===== src/sv/rcfd_pkg.sv =====
// ----------------------------------------------------------------------------
// rcfd_pkg
// Shared types, codes and tables for the radio control frame decoder.
// ----------------------------------------------------------------------------
package rcfd_pkg;

	// widths fixed by the bus format
	localparam int unsigned BYTE_W     = 8;
	localparam int unsigned RADIO_W    = 2;
	localparam int unsigned FREQ_W     = 28;
	// full decoded sum: up to five pairs of nibbles, each pair at most 165
	localparam int unsigned FREQ_SUM_W = 34;
	localparam int unsigned BAND_W     = 8;
	localparam int unsigned MODE_W     = 4;
	localparam int unsigned CFG_IDX_W  = 3;
	localparam int unsigned MIN_LEN_W  = 4;

	localparam logic [FREQ_W-1:0] FREQ_MAX     = '1;
	localparam logic [MODE_W-1:0] MODE_UNKNOWN = 4'd8;
	localparam logic [BAND_W-1:0] BAND_NONE    = 8'd0;

	// register indexes of the configuration port
	typedef enum logic [CFG_IDX_W-1:0] {
		REG_CONTROLLER_ADDRESS = 3'd0,
		REG_MIN_FRAME_LENGTH   = 3'd1,
		REG_END_MARKER         = 3'd2,
		REG_FREQ_REPORT_CMD    = 3'd3,
		REG_FREQ_REPLY_CMD     = 3'd4,
		REG_MODE_REPORT_CMD    = 3'd5,
		REG_MODE_REPLY_CMD     = 3'd6
	} cfg_idx_t;

	// kind of update a closed frame carries
	typedef enum logic [1:0] {
		KIND_NONE = 2'd0,
		KIND_FREQ = 2'd1,
		KIND_MODE = 2'd2
	} kind_t;

	typedef struct packed {
		logic [BYTE_W-1:0]    controller_address;
		logic [MIN_LEN_W-1:0] min_frame_length;
		logic [BYTE_W-1:0]    end_marker;
		logic [BYTE_W-1:0]    freq_report_cmd;
		logic [BYTE_W-1:0]    freq_reply_cmd;
		logic [BYTE_W-1:0]    mode_report_cmd;
		logic [BYTE_W-1:0]    mode_reply_cmd;
	} cfg_t;

	localparam cfg_t CFG_RESET = '{
		controller_address: 8'd224,
		min_frame_length:   4'd6,
		end_marker:         8'd253,
		freq_report_cmd:    8'd0,
		freq_reply_cmd:     8'd3,
		mode_report_cmd:    8'd1,
		mode_reply_cmd:     8'd4
	};

	// status of the input stage toward the decode stage
	typedef struct packed {
		logic valid;
		logic is_marker;
	} cap_ctl_t;

	// one decoded result
	typedef struct packed {
		logic              frame_valid;
		kind_t             kind;
		logic [FREQ_W-1:0] frequency_hz;
		logic [BAND_W-1:0] band_meters;
		logic [MODE_W-1:0] mode_index;
		logic [RADIO_W-1:0] source_radio;
		logic [BAND_W-1:0] band_radio_one;
		logic [BAND_W-1:0] band_radio_two;
	} result_t;

	// amateur band table, first match wins
	localparam int unsigned NUM_BANDS = 11;
	localparam logic [FREQ_W-1:0] BAND_LO [NUM_BANDS] = '{
		28'd1800000, 28'd3500000, 28'd5255000, 28'd7000000, 28'd10100000,
		28'd14000000, 28'd18068000, 28'd21000000, 28'd24890000, 28'd28000000,
		28'd50000000
	};
	localparam logic [FREQ_W-1:0] BAND_HI [NUM_BANDS] = '{
		28'd2000000, 28'd4000000, 28'd5405000, 28'd7300000, 28'd10150000,
		28'd14350000, 28'd18168000, 28'd21450000, 28'd24990000, 28'd29700000,
		28'd54000000
	};
	localparam logic [BAND_W-1:0] BAND_METERS [NUM_BANDS] = '{
		8'd160, 8'd80, 8'd60, 8'd40, 8'd30, 8'd20, 8'd17, 8'd15, 8'd12, 8'd10, 8'd6
	};

	// weight of digit pair n: 100 to the power n
	function automatic logic [FREQ_SUM_W-1:0] pow100(input int unsigned n);
		logic [FREQ_SUM_W-1:0] w;
		w = FREQ_SUM_W'(1);
		for (int unsigned k = 0; k < n; k++) begin
			w = w * FREQ_SUM_W'(100);
		end
		return w;
	endfunction

	// radio mode code to mode index
	function automatic logic [MODE_W-1:0] mode_of(input logic [BYTE_W-1:0] code);
		logic [MODE_W-1:0] m;
		case (code) inside
			[8'd0:8'd5]: m = code[MODE_W-1:0];
			8'd7:        m = 4'd6;
			8'd8:        m = 4'd7;
			default:     m = MODE_UNKNOWN;
		endcase
		return m;
	endfunction

endpackage


===== src/sv/rcfd_cfg_regs.sv =====
// ----------------------------------------------------------------------------
// rcfd_cfg_regs
// Configuration register file, written through a valid/ready channel.
// ----------------------------------------------------------------------------
module rcfd_cfg_regs (
	input  logic                              clk,
	input  logic                              arst_n,
	input  logic                              cfg_valid,
	output logic                              cfg_ready,
	input  logic [rcfd_pkg::CFG_IDX_W-1:0]    cfg_index,
	input  logic [rcfd_pkg::BYTE_W-1:0]       cfg_data,
	output rcfd_pkg::cfg_t                    cfg
);
	import rcfd_pkg::*;

	cfg_t cfg_q;

	// writes always accepted
	assign cfg_ready = 1'b1;

	// register writes, unknown index ignored
	always_ff @(posedge clk or negedge arst_n) begin
		if (!arst_n) begin
			cfg_q <= CFG_RESET;
		end else if (cfg_valid && cfg_ready) begin
			case (cfg_idx_t'(cfg_index))
				REG_CONTROLLER_ADDRESS: cfg_q.controller_address <= cfg_data;
				REG_MIN_FRAME_LENGTH:   cfg_q.min_frame_length <= cfg_data[MIN_LEN_W-1:0];
				REG_END_MARKER:         cfg_q.end_marker <= cfg_data;
				REG_FREQ_REPORT_CMD:    cfg_q.freq_report_cmd <= cfg_data;
				REG_FREQ_REPLY_CMD:     cfg_q.freq_reply_cmd <= cfg_data;
				REG_MODE_REPORT_CMD:    cfg_q.mode_report_cmd <= cfg_data;
				REG_MODE_REPLY_CMD:     cfg_q.mode_reply_cmd <= cfg_data;
				default: ;
			endcase
		end
	end

	assign cfg = cfg_q;

endmodule


===== src/sv/rcfd_capture.sv =====
// ----------------------------------------------------------------------------
// rcfd_capture
// Input stage: frame buffer, byte position and the closing-byte register.
// ----------------------------------------------------------------------------
module rcfd_capture #(
	parameter int unsigned FRAME_CAPACITY = 11
) (
	input  logic                                   clk,
	input  logic                                   arst_n,
	input  rcfd_pkg::cfg_t                         cfg,
	input  logic                                   in_valid,
	output logic                                   in_stall,
	input  logic [rcfd_pkg::BYTE_W-1:0]            rx_byte,
	input  logic [rcfd_pkg::RADIO_W-1:0]           radio_number,
	input  logic                                   out_busy,
	output rcfd_pkg::cap_ctl_t                     ctl,
	output logic [$clog2(FRAME_CAPACITY)-1:0]      pos_s1,
	output logic [rcfd_pkg::RADIO_W-1:0]           radio_s1,
	output logic [FRAME_CAPACITY-1:0][rcfd_pkg::BYTE_W-1:0] frame
);
	import rcfd_pkg::*;

	localparam int unsigned POS_W = $clog2(FRAME_CAPACITY);
	localparam logic [POS_W-1:0] LAST_POS = POS_W'(FRAME_CAPACITY - 1);

	logic [FRAME_CAPACITY-1:0][BYTE_W-1:0] frame_q;
	logic [POS_W-1:0] pos_q;
	logic             valid_s1;
	logic             marker_s1;
	logic             accept;
	logic             is_marker;
	logic             closes;

	// hold input only while a closed frame waits behind a stalled result
	assign in_stall  = valid_s1 && out_busy;
	assign accept    = in_valid && !in_stall;
	assign is_marker = (rx_byte == cfg.end_marker);
	assign closes    = is_marker || (pos_q == LAST_POS);

	// frame buffer, no reset
	always_ff @(posedge clk) begin
		if (accept) begin
			frame_q[pos_q] <= rx_byte;
		end
	end

	// byte position
	always_ff @(posedge clk or negedge arst_n) begin
		if (!arst_n) begin
			pos_q <= '0;
		end else if (accept) begin
			pos_q <= closes ? '0 : pos_q + POS_W'(1);
		end
	end

	// closing byte enters the decode stage
	always_ff @(posedge clk or negedge arst_n) begin
		if (!arst_n) begin
			valid_s1 <= 1'b0;
		end else if (accept && closes) begin
			valid_s1 <= 1'b1;
		end else if (!out_busy) begin
			valid_s1 <= 1'b0;
		end
	end

	// closing byte payload
	always_ff @(posedge clk) begin
		if (accept && closes) begin
			marker_s1 <= is_marker;
			pos_s1    <= pos_q;
			radio_s1  <= radio_number;
		end
	end

	assign ctl.valid     = valid_s1;
	assign ctl.is_marker = marker_s1;
	assign frame         = frame_q;

endmodule


===== src/sv/rcfd_decode.sv =====
// ----------------------------------------------------------------------------
// rcfd_decode
// Frame checks, BCD frequency decode, band lookup and mode decode.
// ----------------------------------------------------------------------------
module rcfd_decode #(
	parameter int unsigned FRAME_CAPACITY        = 11,
	parameter int unsigned ADDRESS_POSITION      = 2,
	parameter int unsigned COMMAND_POSITION      = 4,
	parameter int unsigned DATA_POSITION         = 5,
	parameter int unsigned FREQUENCY_DIGIT_PAIRS = 4,
	parameter int unsigned MODE_OFFSET           = 0
) (
	input  rcfd_pkg::cfg_t                                  cfg,
	input  rcfd_pkg::cap_ctl_t                              ctl,
	input  logic [$clog2(FRAME_CAPACITY)-1:0]               pos_s1,
	input  logic [rcfd_pkg::RADIO_W-1:0]                    radio_s1,
	input  logic [FRAME_CAPACITY-1:0][rcfd_pkg::BYTE_W-1:0] frame,
	input  logic [rcfd_pkg::BAND_W-1:0]                     band_one,
	input  logic [rcfd_pkg::BAND_W-1:0]                     band_two,
	output rcfd_pkg::result_t                               res
);
	import rcfd_pkg::*;

	localparam int unsigned POS_W    = $clog2(FRAME_CAPACITY);
	localparam int unsigned CMP_W    = (POS_W > MIN_LEN_W) ? POS_W : MIN_LEN_W;
	localparam int unsigned MODE_POS = DATA_POSITION + MODE_OFFSET;

	logic [BYTE_W-1:0]     pair_byte [FREQUENCY_DIGIT_PAIRS];
	logic [FREQ_SUM_W-1:0] term [FREQUENCY_DIGIT_PAIRS];
	logic [BYTE_W-1:0]     mode_byte;
	logic [BYTE_W-1:0]     cmd;
	logic [FREQ_SUM_W-1:0] freq_sum;
	logic [BAND_W-1:0]     band;
	logic                  valid;
	logic                  is_freq;
	logic                  is_mode;
	kind_t                 kind;

	// data bytes, positions past the buffer read as zero
	for (genvar i = 0; i < FREQUENCY_DIGIT_PAIRS; i++) begin : g_pair
		localparam int unsigned P = DATA_POSITION + i;
		logic [BYTE_W-1:0] pair_val;
		if (P < FRAME_CAPACITY) begin : g_in
			assign pair_byte[i] = frame[P];
		end else begin : g_out
			assign pair_byte[i] = '0;
		end
		// low nibble plus ten times high nibble, then weight of the pair
		assign pair_val = BYTE_W'(pair_byte[i][3:0])
			+ BYTE_W'(pair_byte[i][7:4]) * BYTE_W'(10);
		assign term[i] = FREQ_SUM_W'(pair_val) * pow100(i);
	end

	if (MODE_POS < FRAME_CAPACITY) begin : g_mode_in
		assign mode_byte = frame[MODE_POS];
	end else begin : g_mode_out
		assign mode_byte = '0;
	end

	// frequency sum
	always_comb begin
		freq_sum = '0;
		for (int i = 0; i < FREQUENCY_DIGIT_PAIRS; i++) begin
			freq_sum = freq_sum + term[i];
		end
	end

	// band lookup on the full sum, first table entry wins
	always_comb begin
		band = BAND_NONE;
		for (int i = NUM_BANDS - 1; i >= 0; i--) begin
			if (freq_sum >= FREQ_SUM_W'(BAND_LO[i]) && freq_sum <= FREQ_SUM_W'(BAND_HI[i])) begin
				band = BAND_METERS[i];
			end
		end
	end

	// frame checks and command match, frequency first
	assign cmd   = frame[COMMAND_POSITION];
	assign valid = ctl.is_marker
		&& (CMP_W'(pos_s1) >= CMP_W'(cfg.min_frame_length))
		&& (frame[ADDRESS_POSITION] == cfg.controller_address);
	assign is_freq = valid && (cmd == cfg.freq_report_cmd || cmd == cfg.freq_reply_cmd);
	assign is_mode = valid && !is_freq
		&& (cmd == cfg.mode_report_cmd || cmd == cfg.mode_reply_cmd);

	always_comb begin
		if (is_freq) begin
			kind = KIND_FREQ;
		end else if (is_mode) begin
			kind = KIND_MODE;
		end else begin
			kind = KIND_NONE;
		end
	end

	// result fields and stored bands after this frame
	always_comb begin
		res.frame_valid    = valid;
		res.kind           = kind;
		res.source_radio   = radio_s1;
		res.frequency_hz   = '0;
		res.band_meters    = BAND_NONE;
		res.mode_index     = MODE_UNKNOWN;
		res.band_radio_one = band_one;
		res.band_radio_two = band_two;
		if (is_freq) begin
			res.frequency_hz = (freq_sum > FREQ_SUM_W'(FREQ_MAX)) ? FREQ_MAX
				: freq_sum[FREQ_W-1:0];
			res.band_meters = band;
			if (radio_s1 == 2'd1) begin
				res.band_radio_one = band;
			end
			if (radio_s1 == 2'd2) begin
				res.band_radio_two = band;
			end
		end
		if (is_mode) begin
			res.mode_index = mode_of(mode_byte);
		end
	end

endmodule


===== src/sv/radio_control_frame_decoder_top.sv =====
// ----------------------------------------------------------------------------
// radio_control_frame_decoder_top
// Collects radio control bus bytes into frames and decodes closed frames.
// ----------------------------------------------------------------------------
// path: a closing byte passes the input register, then the result register,
//   on its way to the outputs
// throughput: one byte per cycle; input stalls only while a closed frame
//   waits in the decode register behind a stalled result
// reset: clears byte position, stored bands, configuration and valid flags;
//   the frame buffer holds no reset value
module radio_control_frame_decoder_top #(
	parameter int unsigned FRAME_CAPACITY        = 11,
	parameter int unsigned ADDRESS_POSITION      = 2,
	parameter int unsigned COMMAND_POSITION      = 4,
	parameter int unsigned DATA_POSITION         = 5,
	parameter int unsigned FREQUENCY_DIGIT_PAIRS = 4,
	parameter int unsigned MODE_OFFSET           = 0
) (
	input  logic                              clk,
	input  logic                              arst_n,
	input  logic                              in_valid,
	output logic                              in_stall,
	input  logic [rcfd_pkg::BYTE_W-1:0]       rx_byte,
	input  logic [rcfd_pkg::RADIO_W-1:0]      radio_number,
	output logic                              out_valid,
	input  logic                              out_stall,
	output logic                              frame_valid,
	output logic [1:0]                        update_kind,
	output logic [rcfd_pkg::FREQ_W-1:0]       frequency_hz,
	output logic [rcfd_pkg::BAND_W-1:0]       band_meters,
	output logic [rcfd_pkg::MODE_W-1:0]       mode_index,
	output logic [rcfd_pkg::RADIO_W-1:0]      source_radio,
	output logic [rcfd_pkg::BAND_W-1:0]       band_radio_one,
	output logic [rcfd_pkg::BAND_W-1:0]       band_radio_two,
	input  logic                              cfg_valid,
	output logic                              cfg_ready,
	input  logic [rcfd_pkg::CFG_IDX_W-1:0]    cfg_index,
	input  logic [rcfd_pkg::BYTE_W-1:0]       cfg_data
);
	import rcfd_pkg::*;

	localparam int unsigned POS_W = $clog2(FRAME_CAPACITY);

	cfg_t     cfg;
	cap_ctl_t ctl;
	result_t  res;
	result_t  res_q;
	logic     out_valid_q;
	logic     out_busy;
	logic     advance;
	logic [POS_W-1:0]   pos_s1;
	logic [RADIO_W-1:0] radio_s1;
	logic [FRAME_CAPACITY-1:0][BYTE_W-1:0] frame;
	logic [BAND_W-1:0]  band_one_q;
	logic [BAND_W-1:0]  band_two_q;

	rcfd_cfg_regs u_cfg (
		.clk       (clk),
		.arst_n    (arst_n),
		.cfg_valid (cfg_valid),
		.cfg_ready (cfg_ready),
		.cfg_index (cfg_index),
		.cfg_data  (cfg_data),
		.cfg       (cfg)
	);

	rcfd_capture #(
		.FRAME_CAPACITY (FRAME_CAPACITY)
	) u_capture (
		.clk          (clk),
		.arst_n       (arst_n),
		.cfg          (cfg),
		.in_valid     (in_valid),
		.in_stall     (in_stall),
		.rx_byte      (rx_byte),
		.radio_number (radio_number),
		.out_busy     (out_busy),
		.ctl          (ctl),
		.pos_s1       (pos_s1),
		.radio_s1     (radio_s1),
		.frame        (frame)
	);

	rcfd_decode #(
		.FRAME_CAPACITY        (FRAME_CAPACITY),
		.ADDRESS_POSITION      (ADDRESS_POSITION),
		.COMMAND_POSITION      (COMMAND_POSITION),
		.DATA_POSITION         (DATA_POSITION),
		.FREQUENCY_DIGIT_PAIRS (FREQUENCY_DIGIT_PAIRS),
		.MODE_OFFSET           (MODE_OFFSET)
	) u_decode (
		.cfg      (cfg),
		.ctl      (ctl),
		.pos_s1   (pos_s1),
		.radio_s1 (radio_s1),
		.frame    (frame),
		.band_one (band_one_q),
		.band_two (band_two_q),
		.res      (res)
	);

	// result register is full and not taken this cycle
	assign out_busy = out_valid_q && out_stall;
	assign advance  = ctl.valid && !out_busy;

	// result valid flag
	always_ff @(posedge clk or negedge arst_n) begin
		if (!arst_n) begin
			out_valid_q <= 1'b0;
		end else if (!out_busy) begin
			out_valid_q <= ctl.valid;
		end
	end

	// result payload
	always_ff @(posedge clk) begin
		if (advance) begin
			res_q <= res;
		end
	end

	// stored band per radio
	always_ff @(posedge clk or negedge arst_n) begin
		if (!arst_n) begin
			band_one_q <= BAND_NONE;
			band_two_q <= BAND_NONE;
		end else if (advance) begin
			band_one_q <= res.band_radio_one;
			band_two_q <= res.band_radio_two;
		end
	end

	assign out_valid      = out_valid_q;
	assign frame_valid    = res_q.frame_valid;
	assign update_kind    = res_q.kind;
	assign frequency_hz   = res_q.frequency_hz;
	assign band_meters    = res_q.band_meters;
	assign mode_index     = res_q.mode_index;
	assign source_radio   = res_q.source_radio;
	assign band_radio_one = res_q.band_radio_one;
	assign band_radio_two = res_q.band_radio_two;

	// input held only behind a pending closed frame
	a_stall_cause: assert property (@(posedge clk) disable iff (!arst_n)
		in_stall |-> (ctl.valid && out_valid_q && out_stall))
		else $error("input stalled without a pending closed frame");

	// invalid frame carries no update
	a_invalid_none: assert property (@(posedge clk) disable iff (!arst_n)
		(out_valid && !frame_valid) |-> (update_kind == KIND_NONE))
		else $error("invalid frame reports an update");

	// non-frequency result has zero frequency and band
	a_freq_zero: assert property (@(posedge clk) disable iff (!arst_n)
		(out_valid && update_kind != KIND_FREQ) |-> (frequency_hz == '0 && band_meters == '0))
		else $error("frequency fields set without a frequency update");

	// frequency update of radio one shows in its stored band
	a_band_one: assert property (@(posedge clk) disable iff (!arst_n)
		(out_valid && update_kind == KIND_FREQ && source_radio == 2'd1)
		|-> (band_radio_one == band_meters))
		else $error("radio one band not updated");

endmodule

===== config.mk =====
export PLATFORM = sky130hd
export DESIGN_NAME = radio_control_frame_decoder_top
export DESIGN_NICKNAME = d
export VERILOG_FILES = /design/src/sv/rcfd_pkg.sv /design/src/sv/rcfd_cfg_regs.sv /design/src/sv/rcfd_capture.sv /design/src/sv/rcfd_decode.sv /design/src/sv/radio_control_frame_decoder_top.sv
export SDC_FILE = /design/constraint.sdc
export NUM_CORES = 1
export LEC_CHECK = 0
export ABC_CLOCK_PERIOD_IN_PS = 8900
export CORE_MARGIN = 4
export CORE_UTILIZATION = 59
export DETAILED_ROUTE_END_ITERATION = 7
export DONT_BUFFER_PORTS = 1
export GPL_TIMING_DRIVEN = 0
export PLACE_DENSITY = 0.74
export SLEW_MARGIN = 10
export SYNTH_ARGS = -nofsm -noshare
export SYNTH_HDL_FRONTEND = slang
export SYNTH_SLANG_ARGS = --single-unit
export TNS_END_PERCENT = 100

===== constraint.sdc =====
create_clock -name clk -period 8.9 [get_ports clk]
set_input_delay 0.89 -clock clk [delete_from_list [all_inputs] [get_ports clk]]
set_output_delay 0.89 -clock clk [all_outputs]
set_load 0.02 [all_outputs]

==> metrics.md <==
| Metric | Value |
|---|---|
| Yosys warning count | `0` |
| Worst r2r dst | `band_radio_one[0]` |
| Core Box Area | `between 20000 and 30000 um2` |
| Drt total wl | `between 30000 and 40000 um` |
| Main synth FF type | `edfxtp_1` |
| CTS H-tree depth | `4` |
| Slew HR | `around 37%` |
| Global placement routability congestion | `0.934` |
| Final max-slew violation count | `0` |
| Die Span X | `around 170 um` |
| CP arrival | `around 9 ns` |
| Fin crit share | `a little over nine tenths` |
| Placed cells | `1887` |
| First-pass GRT wire length | `between 60000 and 70000 um` |
| PortBufs | `0` |
| Detailed Routing Iterations Pass 1 | `8` |
| DR vias | `~12000` |
| Synth Cell Area | `~16000 um2` |
| Max-cap viol count | `0` |
| Met1 usage | `about 34%` |
| Worst setup SP type | `flip-flop` |
| Vias in the first global route | `about 12000` |
| Final ANT Viol Nets | `0` |
| Largest net degree at the start of global routing | `75` |
| Post-synth ARST share | `around two fifths` |
| Top post-synthesis cells by area | `edfxtp_1, ha_1, dfrtp_1` |
| Flop2flop setup slack | `around 0.23 ns` |
| Reg clk slew, reported paths | `0.10 ns` |
| Top cells by count, synth | `ha_1, inv_1, edfxtp_1` |
| Setup TNS | `0 ns` |
| Tmin final | `8.67 ns` |
| DRC | `0` |
| DP HPWL | `28700 um` |
| Critical Path Max Stage Delay | `around 0.61 ns` |
| Gr busiest metal | `met2` |
| Area growth, synth to finish | `13.7%` |
| Later-pin clock latency in the skew report | `0.45 ns` |
| Worst Tran Pin Value | `between 0.9 and 1 ns` |
| Syn_nets | `between 1500 and 2000` |
| Fmax | `between 100 and 150 MHz` |
| TritonCTS clock tree | `yes` |
| Filler instances | `1954` |
| Worst reg2reg path startpoint | `u_capture.frame[63]` |
| First-iteration detailed-routing DRC count | `approximately 960` |
| Root Buffer | `clkbuf_16` |
| Final Skew | `between 0.02 and 0.03 ns` |
| Fin. Hold Viols | `0` |
| WL per Instance | `about 20 um` |
| Crit-path max FO | `10` |
| Io pins | `90` |
| CP endpoint kind | `flip-flop` |
| # setup viols final | `0` |
| Worst path slowest cell | `nor4_1` |
| Die Span Y | `~170 um` |
| Antenna violations before repair | `0` |
| Vias per Instance | `just over 6` |
| Starting Density | `60.3%` |
| Crit path kind | `reg -> reg` |
| Hold Crit Class | `in -> async` |
| Final instance area | `approximately 18000 um2` |
| Mean post-synth cell area | `between 10 and 15 um2` |
| Status | `complete, no violations` |
| Most frequent cell after synthesis | `ha_1` |
| CTS buffer count | `17` |
| Distinct cell type count after synthesis | `around 100` |
| Final nets | `between 1500 and 2000` |
| Largest area contributor in the netlist | `edfxtp_1` |
| Final core occ | `68.6%` |
| Clock Sinks | `between 150 and 200` |
| Seq/Total Area, Yosys | `between 30% and 40%` |
| Row count | `just under 60` |
| N_diodes | `0` |
| Placement Cell Area | `~16000 um2` |
| Tot GR Track Use | `roughly a quarter` |
| Fraction of layout cells with a size suffix above 1 | `roughly a fifth` |
| Synth Register Bits | `190` |
| Top cell type's share of synthesized area | `between 20% and 30%` |
| WP data required | `around 9.2 ns` |
| Mapped Cells | `roughly 1600` |
| CTS max path bufs | `2` |
| Met3 usage | `under 10%` |
| Die area | `between 20000 and 30000 um2` |
| Post-synth EDFFs | `~120` |
| Grt ovf | `0` |
| Fin cells | `slightly below 2000` |
| Cells on worst reg2reg path | `37` |
| Met2 Usage GRT | `43.6%` |
state kept, by name, summed over array words and instances (netlist names), 2 cells and up:
name / count
source_radio: 2
band_meters: 8
band_radio_two: 8
u_capture.radio_s1: 2
band_one_q: 8
u_capture.pos_q: 4
band_two_q: 8
u_capture.frame: 48
mode_index: 4
u_cfg.cfg: 52
band_radio_one: 8
frequency_hz: 28
update_kind: 2
u_capture.pos_s1: 4
worst max-delay path: cells and delay by family, from the launching register on:
family,cells,cell delay [ns]
adders and majority gates,10,3.75
and+or+nand+nor,12,2.23
AOI/OAI and AO/OA,8,1.28
DFF,1,0.44
buffers and inverters,5,0.38
muxes,1,0.33
xor gates and xnor gates,1,0.10
worst max path at each step:
stage                                   start           endpoint  slack [ns]  depth (start not counted)
after floorplan           u_capture.frame[61]  band_radio_one[2]        0.09                         37
after global placement    u_capture.frame[61]  band_radio_one[2]       -0.92                         38
after detailed placement  u_capture.frame[61]  band_radio_one[4]       -1.05                         38
after CTS                 u_capture.frame[61]  band_radio_one[2]       0.001                         36
after global routing      u_capture.frame[53]  band_radio_two[4]       -0.13                         32
final                     u_capture.frame[63]  band_radio_one[0]        0.23                         37
timing repair:
| action | CTS | global route |
|---|---|---|
| gates cloned | 0 | 1 |
| setup endpoints to repair | 60 | 59 |
| hold buffers | 0 | 0 |
| pin swaps | 11 | 38 |
| setup buffers | 13 | 24 |
| gates resized for setup | 42 | 106 |
routing by layer:
metal | routed length (um) | part of all wire, % | vias up
met2 | 19000 | 50 | 354
li1 | - | - | 5728
met5 | 0 | 0 | -
met1 | 16500 | 43 | 5865
met3 | 1870 | 4.9 | 65
met4 | 913 | 2.4 | 0
cell usage in the layout (no fill, tap or decap), drive strengths merged, types with 13 or more instances in the layout:
| cell | count |
|---|---|
| ha | 192 |
| inv | 178 |
| edfxtp | 116 |
| a21oi | 113 |
| xnor2 | 87 |
| nand2 | 85 |
| nor2 | 69 |
| o21ai | 68 |
| dfrtp | 58 |
| mux2 | 55 |
| fa | 52 |
| buf | 51 |
| xor2 | 45 |
| nand3 | 40 |
| clkbuf | 39 |
| nor3 | 31 |
| a21o | 29 |
| nand4 | 23 |
| nor4 | 23 |
| nand2b | 20 |
| dfstp | 16 |
| and3 | 16 |
| a31oi | 13 |
| a211oi | 13 |
through the flow:
| stage | setup slack, ns | hold slack, ns |
|---|---|---|
| floorplan | 0.0928 | 0.455 |
| global placement | -0.921 | 0.468 |
| detailed placement | -1.05 | 0.475 |
| CTS | 0.00136 | 0.112 |
| global route | -0.129 | 0.104 |
| finish | 0.232 | 0.119 |
cell type report:
type                    count  area (um2)  share of cell area (%)
well taps                 335         419                    2.33
flip-flops and latches    190        5360                    29.7
clock inverters            15         226                    1.26
plain buffers              35         163                   0.902
repair buffers             38         355                    1.97
multi-input cells        1159       10500                    58.0
inverters                 165         621                    3.44
clock buffers              17         425                    2.36
logic make-up after synthesis:
kind of cell,after synthesis,share of synthesized area (%)
AO/OA/AOI/OAI,349,15.2
adder cells (fa/ha/maj),244,21.7
other,1,0.0236
buffers and inverters,203,4.92
flip-flops,190,33.8
XOR/XNOR,132,7.62
multiplexers,57,4.11
AND/OR/NAND/NOR,375,12.6
Power is left out: the tool's default activity adds up to more than one toggle a clock period on the data nets, which glitch-free logic cannot reach.
